<file path="src/hw/rtl/line_rasterizer_pixel_writer_defines.svh">
// Assertion helpers for the line rasterizer
`ifndef LINE_RASTERIZER_PIXEL_WRITER_DEFINES_SVH
`define LINE_RASTERIZER_PIXEL_WRITER_DEFINES_SVH

// same-cycle implication
`define LRPW_ASSERT_NOW(label, clk, rstn, ante, cons, msg) \
    label: assert property (@(posedge clk) disable iff (!(rstn)) (ante) |-> (cons)) \
        else $error(msg);

// next-cycle implication
`define LRPW_ASSERT_NEXT(label, clk, rstn, ante, cons, msg) \
    label: assert property (@(posedge clk) disable iff (!(rstn)) (ante) |=> (cons)) \
        else $error(msg);

`endif

</file>
<file path="src/hw/rtl/lrpw_pkg.sv">
package lrpw_pkg;

    localparam int S_TDATA_W    = 96;
    localparam int M_TDATA_W    = 72;
    localparam int CFG_INDEX_W  = 3;
    localparam int CFG_DATA_W   = 16;
    localparam int BPP_W        = 3;
    localparam int PITCH_W      = 16;
    localparam int LIMIT_W      = 12;
    localparam int FIELD_W      = 16;
    localparam int COLOR_W      = 32;
    localparam int ADDR_FIELD_W = 32;

    localparam logic [CFG_INDEX_W-1:0] REG_BPP        = 3'd0;
    localparam logic [CFG_INDEX_W-1:0] REG_ROW_PITCH  = 3'd1;
    localparam logic [CFG_INDEX_W-1:0] REG_MAX_X      = 3'd2;
    localparam logic [CFG_INDEX_W-1:0] REG_MAX_Y      = 3'd3;
    localparam logic [CFG_INDEX_W-1:0] REG_BIG_ENDIAN = 3'd4;

    localparam logic OP_START = 1'b0;
    localparam logic OP_STEP  = 1'b1;

    localparam logic [BPP_W-1:0]   BPP_ONE   = 3'd1;
    localparam logic [BPP_W-1:0]   BPP_TWO   = 3'd2;
    localparam logic [BPP_W-1:0]   BPP_THREE = 3'd3;
    localparam logic [BPP_W-1:0]   BPP_FOUR  = 3'd4;
    localparam logic [BPP_W-1:0]   BPP_NONE  = 3'd0;

    localparam logic [7:0] BYTE_MASK = 8'hff;

    localparam logic [BPP_W-1:0]   RST_BPP       = 3'd4;
    localparam logic [PITCH_W-1:0] RST_ROW_PITCH = 16'd2560;
    localparam logic [LIMIT_W-1:0] RST_MAX_X     = 12'd639;
    localparam logic [LIMIT_W-1:0] RST_MAX_Y     = 12'd479;

    typedef struct packed {
        logic [COLOR_W-1:0] line_color;
        logic [FIELD_W-1:0] end_y;
        logic [FIELD_W-1:0] end_x;
        logic [FIELD_W-1:0] start_y;
        logic [FIELD_W-1:0] start_x;
    } in_word_t;

    typedef struct packed {
        logic [4:0]              pad;
        logic [BPP_W-1:0]        byte_count;
        logic [COLOR_W-1:0]      pixel_data;
        logic [ADDR_FIELD_W-1:0] pixel_address;
    } out_word_t;

endpackage

</file>
<file path="src/hw/rtl/line_rasterizer_pixel_writer.sv">
// An accepted word is held in the input register; its pixel write enters the output register
// once that register is free (empty or m_tready high).
// Throughput: one word per cycle while m_tready is high, set by the single combinational
// step between the input and output registers; starts and idle steps emit nothing.
// Reset: synchronous on aresetn low; no line active, no word held or output, config registers at their defaults.
`include "line_rasterizer_pixel_writer_defines.svh"

module line_rasterizer_pixel_writer #(
    parameter int COORD_WIDTH = 12,
    parameter int ADDR_WIDTH  = 32
) (
    input  logic        aclk,
    input  logic        aresetn,
    input  logic        cfg_valid,
    output logic        cfg_ready,
    input  logic [2:0]  cfg_index,
    input  logic [15:0] cfg_data,
    input  logic        s_tvalid,
    output logic        s_tready,
    // start_x[15:0], start_y[31:16], end_x[47:32], end_y[63:48], line_color[95:64]
    input  logic [95:0] s_tdata,
    // operation[0]
    input  logic [0:0]  s_tuser,
    output logic        m_tvalid,
    input  logic        m_tready,
    // pixel_address[31:0], pixel_data[63:32], byte_count[66:64], zero pad[71:67]
    output logic [71:0] m_tdata,
    output logic        m_tlast
);

    localparam int CW     = COORD_WIDTH;
    localparam int ERR_W  = COORD_WIDTH + 2;
    localparam int CNT_W  = COORD_WIDTH + 1;
    localparam int YP_W   = COORD_WIDTH + lrpw_pkg::PITCH_W;
    localparam int XP_W   = COORD_WIDTH + lrpw_pkg::BPP_W;
    localparam int SUM_W  = YP_W + 1;
    localparam int AF_W   = lrpw_pkg::ADDR_FIELD_W;
    localparam int COL_W  = lrpw_pkg::COLOR_W;

    // configuration
    logic [lrpw_pkg::BPP_W-1:0]   bpp_reg;
    logic [lrpw_pkg::PITCH_W-1:0] pitch_reg;
    logic [lrpw_pkg::LIMIT_W-1:0] max_x_reg;
    logic [lrpw_pkg::LIMIT_W-1:0] max_y_reg;
    logic                         big_endian_reg;

    // input register
    logic                 in_valid_reg;
    lrpw_pkg::in_word_t   in_word_reg;
    logic                 in_op_reg;

    // line state
    logic                  line_active_reg, line_active_next;
    logic [ADDR_WIDTH-1:0] offset_reg, offset_next;
    logic [ERR_W-1:0]      err_reg, err_next;
    logic [CNT_W-1:0]      left_reg, left_next;
    logic [CW-1:0]         major_reg, major_next;
    logic [CW-1:0]         minor_reg, minor_next;
    logic                  x_major_reg, x_major_next;
    logic                  x_neg_reg, x_neg_next;
    logic                  y_neg_reg, y_neg_next;
    logic [COL_W-1:0]      color_reg, color_next;

    // output register
    logic                 m_tvalid_reg;
    lrpw_pkg::out_word_t  out_word_reg, out_word_next;
    logic                 last_reg, last_next;

    logic                          out_free, emit, adv;
    logic [lrpw_pkg::BPP_W-1:0]    bpp_eff;
    logic [CW-1:0]                 x1, y1, x2, y2, dx, dy;
    logic                          xn, yn, xm;
    logic [YP_W-1:0]               yprod;
    logic [XP_W-1:0]               xprod;
    logic [SUM_W-1:0]              start_sum;
    logic [ADDR_WIDTH-1:0]         off1;
    logic [ERR_W-1:0]              err_sum;
    logic                          is_last;

    function automatic logic [CW-1:0] clamp_coord(input logic [15:0] v,
                                                  input logic [lrpw_pkg::LIMIT_W-1:0] limit);
        logic [15:0] lim16;
        lim16 = 16'(limit);
        if (v[15]) begin
            return '0;
        end else if (v > lim16) begin
            return lim16[CW-1:0];
        end else begin
            return v[CW-1:0];
        end
    endfunction

    function automatic logic [ADDR_WIDTH-1:0] step_by(input logic [ADDR_WIDTH-1:0] off,
                                                      input logic [lrpw_pkg::PITCH_W-1:0] amt,
                                                      input logic neg);
        logic [ADDR_WIDTH-1:0] a;
        a = ADDR_WIDTH'(amt);
        return neg ? off - a : off + a;
    endfunction

    function automatic logic [COL_W-1:0] pack_color(input logic [COL_W-1:0] c,
                                                    input logic [lrpw_pkg::BPP_W-1:0] bpp,
                                                    input logic be);
        logic [COL_W-1:0] r;
        case (bpp)
            lrpw_pkg::BPP_ONE:   r = c & COL_W'(lrpw_pkg::BYTE_MASK);
            lrpw_pkg::BPP_TWO:   r = {16'h0000, c[15:0]};
            lrpw_pkg::BPP_THREE: r = be ? {8'h00, c[7:0], c[15:8], c[23:16]}
                                        : {8'h00, c[23:0]};
            default:             r = c;
        endcase
        return r;
    endfunction

    assign cfg_ready = 1'b1;
    assign out_free  = !m_tvalid_reg || m_tready;
    assign emit      = in_valid_reg && (in_op_reg == lrpw_pkg::OP_STEP) && line_active_reg;
    assign adv       = in_valid_reg && (!emit || out_free);
    assign s_tready  = !in_valid_reg || adv;

    always_comb begin
        case (bpp_reg)
            lrpw_pkg::BPP_NONE:  bpp_eff = lrpw_pkg::BPP_ONE;
            lrpw_pkg::BPP_ONE:   bpp_eff = lrpw_pkg::BPP_ONE;
            lrpw_pkg::BPP_TWO:   bpp_eff = lrpw_pkg::BPP_TWO;
            lrpw_pkg::BPP_THREE: bpp_eff = lrpw_pkg::BPP_THREE;
            default:             bpp_eff = lrpw_pkg::BPP_FOUR;
        endcase
    end

    // start word set-up
    always_comb begin
        x1 = clamp_coord(in_word_reg.start_x, max_x_reg);
        y1 = clamp_coord(in_word_reg.start_y, max_y_reg);
        x2 = clamp_coord(in_word_reg.end_x, max_x_reg);
        y2 = clamp_coord(in_word_reg.end_y, max_y_reg);
        xn = x2 < x1;
        yn = y2 < y1;
        dx = xn ? x1 - x2 : x2 - x1;
        dy = yn ? y1 - y2 : y2 - y1;
        xm = dx > dy;
        yprod = YP_W'(y1) * YP_W'(pitch_reg);
        xprod = XP_W'(x1) * XP_W'(bpp_eff);
        start_sum = SUM_W'(yprod) + SUM_W'(xprod);
    end

    always_comb begin
        line_active_next = line_active_reg;
        offset_next      = offset_reg;
        err_next         = err_reg;
        left_next        = left_reg;
        major_next       = major_reg;
        minor_next       = minor_reg;
        x_major_next     = x_major_reg;
        x_neg_next       = x_neg_reg;
        y_neg_next       = y_neg_reg;
        color_next       = color_reg;
        is_last          = left_reg <= CNT_W'(1);
        off1             = x_major_reg ? step_by(offset_reg, 16'(bpp_eff), x_neg_reg)
                                       : step_by(offset_reg, pitch_reg, y_neg_reg);
        err_sum          = err_reg + ERR_W'(minor_reg);

        out_word_next.pad           = '0;
        out_word_next.byte_count    = bpp_eff;
        out_word_next.pixel_data    = pack_color(color_reg, bpp_eff, big_endian_reg);
        out_word_next.pixel_address = AF_W'(offset_reg);
        last_next                   = is_last;

        if (in_op_reg == lrpw_pkg::OP_START) begin
            x_neg_next       = xn;
            y_neg_next       = yn;
            x_major_next     = xm;
            major_next       = xm ? dx : dy;
            minor_next       = xm ? dy : dx;
            offset_next      = ADDR_WIDTH'(start_sum);
            err_next         = '0;
            left_next        = CNT_W'(xm ? dx : dy) + CNT_W'(1);
            color_next       = in_word_reg.line_color;
            line_active_next = 1'b1;
        end else if (line_active_reg) begin
            offset_next = off1;
            err_next    = err_sum;
            if (err_sum > ERR_W'(major_reg)) begin
                err_next    = err_sum - ERR_W'(major_reg);
                offset_next = x_major_reg ? step_by(off1, pitch_reg, y_neg_reg)
                                          : step_by(off1, 16'(bpp_eff), x_neg_reg);
            end
            if (is_last) begin
                left_next        = '0;
                line_active_next = 1'b0;
            end else begin
                left_next = left_reg - CNT_W'(1);
            end
        end
    end

    always_ff @(posedge aclk) begin
        if (!aresetn) begin
            bpp_reg        <= lrpw_pkg::RST_BPP;
            pitch_reg      <= lrpw_pkg::RST_ROW_PITCH;
            max_x_reg      <= lrpw_pkg::RST_MAX_X;
            max_y_reg      <= lrpw_pkg::RST_MAX_Y;
            big_endian_reg <= 1'b0;
        end else if (cfg_valid) begin
            case (cfg_index)
                lrpw_pkg::REG_BPP:        bpp_reg        <= cfg_data[lrpw_pkg::BPP_W-1:0];
                lrpw_pkg::REG_ROW_PITCH:  pitch_reg      <= cfg_data;
                lrpw_pkg::REG_MAX_X:      max_x_reg      <= cfg_data[lrpw_pkg::LIMIT_W-1:0];
                lrpw_pkg::REG_MAX_Y:      max_y_reg      <= cfg_data[lrpw_pkg::LIMIT_W-1:0];
                lrpw_pkg::REG_BIG_ENDIAN: big_endian_reg <= cfg_data[0];
                default: ;
            endcase
        end
    end

    always_ff @(posedge aclk) begin
        if (!aresetn) begin
            in_valid_reg    <= 1'b0;
            line_active_reg <= 1'b0;
            m_tvalid_reg    <= 1'b0;
        end else begin
            if (s_tready) begin
                in_valid_reg <= s_tvalid;
            end
            if (adv) begin
                line_active_reg <= line_active_next;
            end
            if (emit && out_free) begin
                m_tvalid_reg <= 1'b1;
            end else if (m_tready) begin
                m_tvalid_reg <= 1'b0;
            end
        end
    end

    always_ff @(posedge aclk) begin
        if (s_tvalid && s_tready) begin
            in_word_reg <= lrpw_pkg::in_word_t'(s_tdata);
            in_op_reg   <= s_tuser[0];
        end
        if (adv) begin
            offset_reg  <= offset_next;
            err_reg     <= err_next;
            left_reg    <= left_next;
            major_reg   <= major_next;
            minor_reg   <= minor_next;
            x_major_reg <= x_major_next;
            x_neg_reg   <= x_neg_next;
            y_neg_reg   <= y_neg_next;
            color_reg   <= color_next;
        end
        if (emit && out_free) begin
            out_word_reg <= out_word_next;
            last_reg     <= last_next;
        end
    end

    assign m_tvalid = m_tvalid_reg;
    assign m_tdata  = out_word_reg;
    assign m_tlast  = last_reg;

    `LRPW_ASSERT_NOW(a_active_has_pixels, aclk, aresetn, line_active_reg, left_reg != '0, "active line with no pixels left")
    `LRPW_ASSERT_NEXT(a_last_ends_line, aclk, aresetn, adv && emit && is_last, !line_active_reg && m_tvalid && m_tlast, "last pixel did not end the line")
    `LRPW_ASSERT_NEXT(a_start_arms_line, aclk, aresetn, adv && in_op_reg == lrpw_pkg::OP_START, line_active_reg && err_reg == '0, "start word did not arm the line")

endmodule

</file>
<file path="config.mk">
export PLATFORM = sky130hd
export DESIGN_NAME = line_rasterizer_pixel_writer
export DESIGN_NICKNAME = d
export VERILOG_FILES = /design/src/hw/rtl/lrpw_pkg.sv /design/src/hw/rtl/line_rasterizer_pixel_writer.sv
export VERILOG_INCLUDE_DIRS = /design/src /design/src/hw/rtl
export SDC_FILE = /design/constraint.sdc
export NUM_CORES = 1
export LEC_CHECK = 0
export ABC_CLOCK_PERIOD_IN_PS = 8200
export BUFFER_PORTS_ARGS = -buffer_cell sky130_fd_sc_hd__buf_2
export CAP_MARGIN = 25
export CORE_ASPECT_RATIO = 0.6
export CORE_UTILIZATION = 58
export CTS_BUF_LIST = sky130_fd_sc_hd__clkbuf_4 sky130_fd_sc_hd__clkbuf_8
export DETAILED_ROUTE_END_ITERATION = 6
export PLACE_DENSITY = 0.87
export SYNTH_ARGS = -nofsm -noshare
export SYNTH_HDL_FRONTEND = slang
export SYNTH_SLANG_ARGS = --single-unit
</file>
<file path="constraint.sdc">
create_clock -name aclk -period 8.2 [get_ports aclk]
set_input_delay 1.64 -clock aclk [delete_from_list [all_inputs] [get_ports aclk]]
set_output_delay 1.64 -clock aclk [all_outputs]
set_load 0.05 [all_outputs]
</file>
==> impl_metrics.csv <==
group,metric,value,unit
pwr,p_sw,3.68,mW
timing,setup_viol,3,
timing,maxSlewViolCount,0,
synthesis,syn-instance-count,3210,
place,dpl_cell_area,33000,sq um
timing,finalHoldViolations,0,
status,violations,"DRC, setup timing",
cells_and_area,final_cells,4270,
cells_and_area,drive_above_1_share,21.5,%
setup_path,slowest_delay,550,ps
cells_and_area,nNetsFinal,4131,
cells_and_area,largest_reg_flops,96,
place,port_buffers,190,
clocking,insertion_delay,680,ps
job,maxCapViolations,0,
place,place_congestion,1.09,
status,status,"finished, violations left",
cells_and_area,layout_common_cells,"inv_1, edfxtp_1, ha_1, a21oi_1, buf_2",
drt,wl_met2,40800,microns
synthesis,synth_cell_type_count,89,
clocking,cts_sinks,330,
timing,worst_pin_slew,1170,ps
timing,whs,415,ps
pwr,pwr-share-clk,18.8,%
clocking,clk_path_buf_depth,3,
synthesis,synth-seq-cells,330,
grt,antenna_found_initial,2,
setup_path,worst_path_max_delay_cell,"fa_1",
timing,finalCritPeriodShare,102,%
timing,fmax,120,MHz
drt,wl_per_cell,22.4,microns
grt,grt_start_max_net_pins,69,
floorplanning,chipWidth,298,microns
floorplanning,dieArea,53500,sq um
setup_path,regToRegSetupSlack,-140,ps
place,post-place-cells,4124,
clocking,root_buffer,"clkbuf_8",
drt,routed_wl,95700,microns
floorplanning,start_util,59.2,%
drt,vias,27400,
floorplanning,core_area,51400,sq um
floorplanning,num_rows,64,
pwr,intPower,4.99,mW
clocking,cts_tree,"built",
synthesis,synth_area,30500,sq um
setup_path,worstPathMaxFanout,9,
pwr,pwr-share-seq,25.0,%
synthesis,yosysSeqAreaShare,31.0,%
drt,drt_first_pass_iters,7,
pwr,p_leak,15.9,nW
synthesis,synth-main-ff-cell,"edfxtp_1",
drt,drc,3,
floorplanning,die_h,179,microns
grt,grt_overflow,0,
cells_and_area,syn_to_final_growth,18.0,%
drt,drtAntennaViolNets,0,
timing,clock-skew-final,41.6,ps
hold_path,hp-class,"flip-flop to flip-flop",
setup_path,critPathLaunchType,"flip-flop",
place,place_ws,-366,ps
timing,finalSetupTns,-223,ps
setup_path,required,8580,ps
setup_path,arrival,8720,ps
synthesis,ys_warn_count,0,
clocking,cts_buffers,51,
timing,rsz0062_at_grt,"true",
cells_and_area,design_area,35900,sq um
floorplanning,num_io_pins,197,
drt,met3WireLength,12300,microns
setup_path,crit_type,"flip-flop to flip-flop",
grt,grt_pass1_wl,139000,microns
drt,drt_iter0_drc,4030,
pwr,pwr_density_cell,241,nW/um^2
pwr,power.total,8.67,mW
place,hpwlAfterDp,69800,microns
grt,grt_usage,32.9,%
clocking,clk_pin_slew,70,ps
synthesis,synth_edf_count,283,
cells_and_area,final_common_cell,"inv_1",
pwr,ir_worst_vdd,0.208,mV
drt,wl_met1,38600,microns
cells_and_area,fin_util,69.9,%
setup_path,cp-end-kind,"flip-flop",
timing,slew_headroom,21.1,%
pwr,pwr-share-comb,56.2,%
grt,grt_pass1_vias,25000,
timing,fin_ws,-136,ps
drt,via_per_inst,6.41,
timing,post-route-min-period,8340,ps
synthesis,synthArstFlopShare,0,%
drt,top_layer,"met4",
pwr,swShare,42.4,%
clocking,ctsHtreeMaxLevel,2,
synthesis,syn_area_per_cell,9.49,sq um
## cell usage after synthesis, drive strengths merged, types with 32 or more instances
cell | n | area (sq um)
clkbuf | 102 | 384
o21ai | 213 | 1070
nand2b | 47 | 294
fa | 184 | 3680
o211ai | 46 | 350
nand3 | 69 | 345
a21oi | 325 | 1630
ha | 295 | 3690
nor2b | 52 | 325
dfxtp | 47 | 941
mux2 | 34 | 387
nor3 | 54 | 270
inv | 331 | 1240
edfxtp | 283 | 8500
xor2 | 47 | 412
a211oi | 32 | 240
a21o | 90 | 676
nand2 | 193 | 741
xnor2 | 76 | 666
a21boi | 34 | 255
buf | 38 | 189
mux2i | 68 | 681
o21a | 53 | 398
nor2 | 181 | 679
## cells by family after synthesis
family	Yosys count	share of synthesized area, %
AOI/OAI and AO/OA	946	19.5
buffers and inverters	471	5.97
adders and majority gates	479	24.2
DFF	330	31.0
and+or+nand+nor	756	12.2
xor gates and xnor gates	124	3.62
muxes	102	3.50
other	2	0.0247
## repair_timing
action / 4_1_cts / 5_1_grt
setup endpoints to repair: 14 / 26
pin swaps: 3 / 126
endpoints found under the hold margin: 0 / 0
hold buffers: 0 / 0
cloned: 0 / 4
resized for setup: 28 / 306
setup buffers: 0 / 41
## path summary, 6_finish.rpt
kind | startpoint | endpoint | cells after the start
hold reg to reg | in_word_reg[77]$_DFFE_PP_ | color_reg[13]$_DFFE_PP_ | 0
setup reg to reg | in_word_reg[17]$_DFFE_PP_ | offset_reg[26]$_DFFE_PP_ | 35
hold / removal | in_word_reg[77]$_DFFE_PP_ | color_reg[13]$_DFFE_PP_ | 0
setup / recovery | in_word_reg[17]$_DFFE_PP_ | offset_reg[26]$_DFFE_PP_ | 35
## power by group through the flow
stage | combinational, mW | sequential [mW] | clock (mW)
after floorplan | 3.24 | 2.17 | 0
after global placement | 4.32 | 2.19 | 0
after detailed placement | 4.43 | 2.20 | 0
after CTS | 4.48 | 2.16 | 1.65
after global routing | 5.27 | 2.18 | 1.73
final | 4.87 | 2.17 | 1.63
## worst max-delay path: cells and delay by family (launching register included)
kind | cells | cell delay (ps)
DFF | 1 | 390
xor gates and xnor gates | 1 | 190
AOI/OAI and AO/OA | 14 | 2590
adders and majority gates | 8 | 3240
buffers and inverters | 7 | 750
and+or+nand+nor | 5 | 890
## layer usage
layer / GRT usage (%) / vias up
met5: 0 / -
li1: - / 12100
met1: 47.8 / 12900
met3: 8.67 / 382
met4: 10.1 / 0
met2: 48.0 / 1928
## area by class of cell
| type | count | area, sq um |
|---|---|---|
| clock buffer | 66 | 821 |
| clock inverter | 30 | 365 |
| multi-input combinational | 2414 | 20400 |
| timing repair buffer | 403 | 2770 |
| inverter | 331 | 1240 |
| fill | 3664 | 15500 |
| sequential | 330 | 9440 |
| tap | 693 | 867 |
| antenna | 3 | 7.51 |
Power figures use the tool's default switching activity.
